==> config.mk <==
export PLATFORM = sky130hd
export DESIGN_NAME = ptev_front
export DESIGN_NICKNAME = d
export VERILOG_FILES = /design/src/rtl/core/ptev_pkg.sv /design/src/rtl/core/ptev_front.sv
export SDC_FILE = /design/constraint.sdc
export NUM_CORES = 1
export LEC_CHECK = 0
export ABC_AREA = 1
export BUFFER_PORTS_ARGS = -buffer_cell sky130_fd_sc_hd__buf_2
export CORE_ASPECT_RATIO = 0.75
export CORE_UTILIZATION = 38
export DETAILED_ROUTE_END_ITERATION = 10
export PLACE_DENSITY_LB_ADDON = 0.1
export SYNTH_ARGS = -nofsm -noshare
export SYNTH_HDL_FRONTEND = slang
export SYNTH_SLANG_ARGS = --single-unit
export TNS_END_PERCENT = 5
==> constraint.sdc <==
create_clock -name clk_i -period 4.37 [get_ports clk_i]
set_input_delay 0.437 -clock clk_i [delete_from_list [all_inputs] [get_ports clk_i]]
set_output_delay 0.437 -clock clk_i [all_outputs]
set_load 0.02 [all_outputs]
==> src/rtl/core/ptev_pkg.sv <==
// Shared types, constants and helpers of the trajectory evaluator.
`default_nettype none
package ptev_pkg;

  localparam int AXES    = 3;
  localparam int COEFF_W = 32;
  localparam int TIME_W  = 24;
  localparam int ACC_W   = 40;
  localparam int QDEPTH  = 2;

  localparam logic [2:0] ORDER_RESET = 3'd7;
  localparam logic [1:0] AXIS_Z      = 2'd2;

  typedef enum logic [1:0] {
    CMD_WRITE,
    CMD_EVAL,
    CMD_ZERO,
    CMD_DROP
  } cmd_e;

  typedef struct packed {
    cmd_e                cmd;
    logic [3:0]          segment;
    logic [1:0]          axis;
    logic [2:0]          term;
    logic [COEFF_W-1:0]  coeff;
    logic [TIME_W-1:0]   ltime;
    logic [1:0]          deriv;
  } qentry_t;

  // i!/(i-k)!, valid for i >= k
  function automatic logic [7:0] fall_weight(input logic [2:0] i, input logic [1:0] k);
    logic [7:0] w;
    w = 8'd1;
    for (int j = 0; j < 3; j++) begin
      if (2'(j) < k) begin
        w = 8'(w * (8'(i) - 8'(j)));
      end
    end
    return w;
  endfunction

endpackage
`default_nettype wire

==> src/rtl/core/ptev_front.sv <==
// Front end: accepts requests, classifies them and queues them for the engine.
`default_nettype none
module ptev_front #(
  parameter int MAX_SEGMENTS = 16,
  parameter int NUM_TERMS    = 8
) (
  input  wire logic                           clk_i,
  input  wire logic                           rst_ni,
  input  wire logic                           in_valid_i,
  output logic                                in_stall_o,
  input  wire logic                           req_type_i,
  input  wire logic [3:0]                     segment_i,
  input  wire logic [1:0]                     axis_i,
  input  wire logic [2:0]                     term_index_i,
  input  wire logic [ptev_pkg::COEFF_W-1:0]   coeff_value_i,
  input  wire logic [ptev_pkg::TIME_W-1:0]    local_time_i,
  input  wire logic [1:0]                     deriv_sel_i,
  output logic                                q_valid_o,
  output ptev_pkg::qentry_t                   q_entry_o,
  input  wire logic                           q_pop_i
);

  ptev_pkg::qentry_t entry_q [ptev_pkg::QDEPTH];
  ptev_pkg::qentry_t new_entry;
  logic              wr_ptr_q, wr_ptr_d, rd_ptr_q, rd_ptr_d;
  logic [1:0]        count_q, count_d;
  logic              seg_ok, accept, push, pop;

  assign seg_ok = 32'(segment_i) < MAX_SEGMENTS;

  always_comb begin
    new_entry.segment = segment_i;
    new_entry.axis    = axis_i;
    new_entry.term    = term_index_i;
    new_entry.coeff   = coeff_value_i;
    new_entry.ltime   = local_time_i;
    new_entry.deriv   = deriv_sel_i;
    if (req_type_i) begin
      new_entry.cmd = seg_ok ? ptev_pkg::CMD_EVAL : ptev_pkg::CMD_ZERO;
    end else if (seg_ok && axis_i <= ptev_pkg::AXIS_Z && 32'(term_index_i) < NUM_TERMS) begin
      new_entry.cmd = ptev_pkg::CMD_WRITE;
    end else begin
      new_entry.cmd = ptev_pkg::CMD_DROP;
    end
  end

  assign in_stall_o = count_q == 2'(ptev_pkg::QDEPTH);
  assign accept     = in_valid_i && !in_stall_o;
  // drop writes that land outside the store
  assign push       = accept && new_entry.cmd != ptev_pkg::CMD_DROP;
  assign pop        = q_pop_i && q_valid_o;
  assign q_valid_o  = count_q != 2'd0;
  assign q_entry_o  = entry_q[rd_ptr_q];

  always_comb begin
    wr_ptr_d = push ? !wr_ptr_q : wr_ptr_q;
    rd_ptr_d = pop ? !rd_ptr_q : rd_ptr_q;
    count_d  = 2'(count_q + 2'(push) - 2'(pop));
  end

  always_ff @(posedge clk_i or negedge rst_ni) begin
    if (!rst_ni) begin
      wr_ptr_q <= 1'b0;
      rd_ptr_q <= 1'b0;
      count_q  <= 2'd0;
    end else begin
      wr_ptr_q <= wr_ptr_d;
      rd_ptr_q <= rd_ptr_d;
      count_q  <= count_d;
    end
  end

  always_ff @(posedge clk_i) begin
    if (push) begin
      entry_q[wr_ptr_q] <= new_entry;
    end
  end

endmodule
`default_nettype wire

# After elaboration in Yosys (flattened, before gate mapping)
# Memories as Yosys holds them, arrays and structs flattened.
# Cells that the tools add are included.
[totals]
out_inout_bits = 71
input_bits = 72
register_bits = 4
mem_bits_rw = 138
word_cells = 20
n_memories = 1
[mem_list]
columns = ["memory", "depth", "word_bits", "read_ports", "rd_clocked_by_memory_dff", "write_ports", "line_no", "text"]
rows = [
  ["entry_q", 2, 69, 1, 0, 1, "ptev_front.sv:23", "ptev_pkg::qentry_t entry_q [ptev_pkg::QDEPTH];"],
]
[classes]
addsub = 2
magnitude_cmp = 1
mux = 4
reduce_logical = 7
n_eq_ne = 2
[op_table]
columns = ["operator", "n"]
rows = [
  ["2-bit two-way mux", 2],
  ["1-bit logical AND", 3],
  ["1-bit logical NOT", 3],
  ["2-bit by 1-bit adder with 2-bit output", 1],
  ["2-bit equality test (second input constant)", 1],
  ["2-bit less-or-equal comparator (second input constant)", 1],
  ["1-bit two-way mux", 2],
  ["2-bit inequality test (second input constant)", 1],
  ["2-bit nonzero test", 1],
  ["2-bit by 1-bit subtractor with 2-bit output", 1],
]

# Longest topological paths before layout
[depth]
word_depth = 7
ltp_mapped = 10
mapped_depth_nobuf = 10

# Worst setup path after synthesis
# Ideal clock, no wire load.
[synth_timing]
path_type = "input to register"
start = "input port req_type_i"
end = "memory entry_q[1][0] in the netlist's numbering, enable pin"
t_required_ns = 3.873
stages = 4
path_slack_ns = 0.302
setup_ns = 0.497
path_buffers = 0
arrival_ns = 3.572
path_cell_list = "inv_1 > nand3_1 > nand3_1 > nor2_1"
[synth_between]
elab_chain_len = 5
[synth_lines]
columns = ["item", "line_no", "text"]
rows = [
  ["start, declared", "ptev_front.sv:11", "input wire logic req_type_i,"],
  ["2-bit two-way mux", "ptev_front.sv:38", "if (req_type_i) begin"],
  ["2-bit inequality test", "ptev_front.sv:50", "assign push = accept && new_entry.cmd != ptev_pkg::CMD_DROP;"],
  ["1-bit logical AND", "ptev_front.sv:50", ""],
  ["1-bit two-way mux", "ptev_front.sv:74", "if (push) begin"],
  ["1-bit two-way mux (not written as such)", "ptev_front.sv:75", "entry_q[wr_ptr_q] <= new_entry;"],
  ["end, declared", "ptev_front.sv:23", ""],
]
# No other way between the ends.

==> impl_metrics.py <==
metrics = {
    "logic_synthesis": {
        "ys_warn_count": 0,
        "synth-seq-cells": 142,
        "synthesis.area_sq_um": 5280,
        "postSynthAreaPerCell_sq_um": 13.4,
        "yosysSeqAreaShare_pct": 80.3,
        "ys_types": 14,
        "syn_nets": 468,
        "synth_cells": 394,
    },
    "finish": {
        "fin_nets": 618,
        "stdcell_count": 728,
        "final_layout_size_suffix_gt1_share_pct": 32.1,
        "layout-area-overhead-vs-synth_pct": 26.5,
        "final_cell_mix": "217 x nand2_1, 142 x buf_2, 138 x edfxtp_1, 17 x clkbuf_16, 10 x inv_1",
        "layout_commonest_cell": "nand2_1",
        "n_antenna_cell": 0,
    },
    "sta": {
        "finClkSkew_ps": 6.45,
        "finalHoldViolCount": 0,
        "worst_slack_ps": 2080,
        "rsz0062_at_grt": "false",
        "max_freq_mhz": 436,
        "timing.final.crit_share_pct": 52.4,
        "slew_viol_final": 0,
        "slew_headroom_pct": 36.9,
        "worst_pin_slew_ps": 947,
        "period_needed_ps": 2290,
        "fin_tns_setup_ps": 0,
        "setup_viol": 0,
    },
    "placement": {
        "io_buffers": 142,
        "place_ws_ps": 2030,
        "dp_cells": 695,
        "gp_congestion": 0.693,
        "place_hpwl_um": 6260,
    },
    "clock_tree": {
        "insertion_delay_ps": 400,
        "clkTransAtPathRegs_ps": 60,
        "cts_root_buffer": "clkbuf_16",
        "tritoncts": "done",
        "cts_resized": 0,
        "cts_buffer_depth": 2,
        "hold_buffers": 1,
        "cts_buffers": 17,
        "postCtsSetupBuffers": 0,
        "cts.sinks": 142,
        "htreeDepth": 4,
    },
    "global_routing": {
        "grt_pass1_wl_um": 16300,
        "grt_max_degree": 71,
        "antenna_found_initial": 1,
        "grt_pass1_vias": 3339,
        "overflow": 0,
        "grt_use_total_pct": 15.2,
    },
    "critical_path": {
        "slowest_stage": "buf_4",
        "required_ps": 3930,
        "cp_top_family": "buffers and inverters",
        "endpoint_kind": "output port",
        "start_kind": "flop",
        "cp_cell_sequence": "buf_4 > nand2_1 > nand2_1 > buf_2",
        "cp_max_fo": 69,
        "cpMostUsedCell": "nand2_1",
        "slowest_delay_ps": 630,
        "path_class": "flop to output port",
        "cp_data_arrival_time_ps": 1850,
        "path_buf_inv": 2,
    },
    "route": {
        "drt_pass1_iterations": 7,
        "dr.first_iter.drc_count": 185,
        "num_vias": 3249,
        "postRouteAntennaNets": 0,
        "wl_um": 10400,
        "drc": 13,
        "wl_per_cell_um": 14.3,
        "viasPerCell": 4.46,
    },
    "flow_run": {
        "cap_violations": 0,
    },
    "hold_path": {
        "hold_class": "input pin to flop",
    },
    "floorplanning": {
        "num_rows": 36,
        "fp.dieW_um": 138,
        "die_h_um": 104,
        "dieArea_sq_um": 14400,
        "initial_utilization_pct": 39.8,
        "pin_count": 143,
        "core-area_sq_um": 13300,
    },
    "power": {
        "p_per_area_nw_per_um2": 723,
        "power.leakage_nw": 2.92,
        "vdd_drop_max_v": 0.000325,
    },
    "run_status": {
        "status": "finished with violations",
        "violations": "DRC",
    },
}
-- cell type report --
class	count	area [sq um]
Multi-Input combinational cell	225	885
Tap cell	171	214
Inverter	12	47.5
Clock buffer	19	433
Timing Repair Buffer	146	743
Clock inverter	13	118
Sequential cell	142	4250
Fill cell	1192	6600
-- synth_stat cells --
library cell  count  share of area [%]
buf_4             6               0.85
xor2_1            1               0.17
inv_1            11               0.78
dfrtp_1           4                1.9
nand4_1           1               0.12
buf_6             4               0.85
xnor2_1           1               0.17
buf_2             5               0.47
ha_1              2               0.47
nor2_1            1              0.071
edfxtp_1        138                 78
nand3_1           2               0.19
inv_4             1               0.12
nand2_1         217                 15
-- kinds of logic (layout without fill, tap and decap cells) --
family | Yosys count | count (layout) | share of synthesized area [%]
flip-flops | 142 | 142 | 80.3
AND/OR/NAND/NOR | 221 | 221 | 15.8
buffers and inverters | 27 | 190 | 3.08
XOR/XNOR | 2 | 2 | 0.332
adder cells (fa/ha/maj) | 2 | 2 | 0.474
-- layer usage --
layer  wire (um)  GRT usage [%]
met4         104           5.54
met2        5020           25.0
met5           0              0
met3         679           5.66
met1        4580           18.3
-- report_power, final --
part | total (W) | switching, W | internal [W] | leakage [nW]
Combinational | 0.00162 | 0.00118 | 0.000438 | 1.33
Clock | 0.00132 | 0.000533 | 0.000783 | 0.267
Sequential | 0.00189 | 0.0000639 | 0.00183 | 1.32
-- worst reg2reg max path, stage by stage (launching register included) --
cell and delay (ps):
dfrtp_1 400, nand2_1 110, nand4_1 140, inv_2 470
buf_4 610
-- state kept, by name, indices dropped and copies added, names as in the netlist --
name and flops:
count_q 2, entry_q 138, rd_ptr_q 1, wr_ptr_q 1
-- path summary, 6_finish.rpt --
path                                   startpoint        endpoint  slack [ps]  depth (start not counted)
worst max-delay path                     rd_ptr_q   q_entry_o[37]        2080                          4
worst min-delay path            coeff_value_i[12]  entry_q[1][38]         220                          1
worst max register to register         count_q[1]  entry_q[0][20]        2240                          4
worst min register to register           wr_ptr_q        wr_ptr_q         480                          2
max in group asynchronous                  rst_ni        rd_ptr_q        3850                          2
min in group asynchronous                  rst_ni      count_q[0]         380                          2
-- metrics by stage --
| stage | utilization [%] | hold slack, ps | total power (W) | instance area (sq um) |
|---|---|---|---|---|
| floorplan | - | 141 | 0.00306 | 5280 |
| CTS | 50.3 | 201 | 0.00490 | 6690 |
| finish | 50.3 | 219 | 0.00483 | 6690 |
| detailed placement | 46.1 | 249 | 0.00357 | 6120 |
| global placement | 46.1 | 246 | 0.00356 | 6120 |
| global route | 50.3 | 196 | 0.00512 | 6690 |
Power figures use the tool's default switching activity.
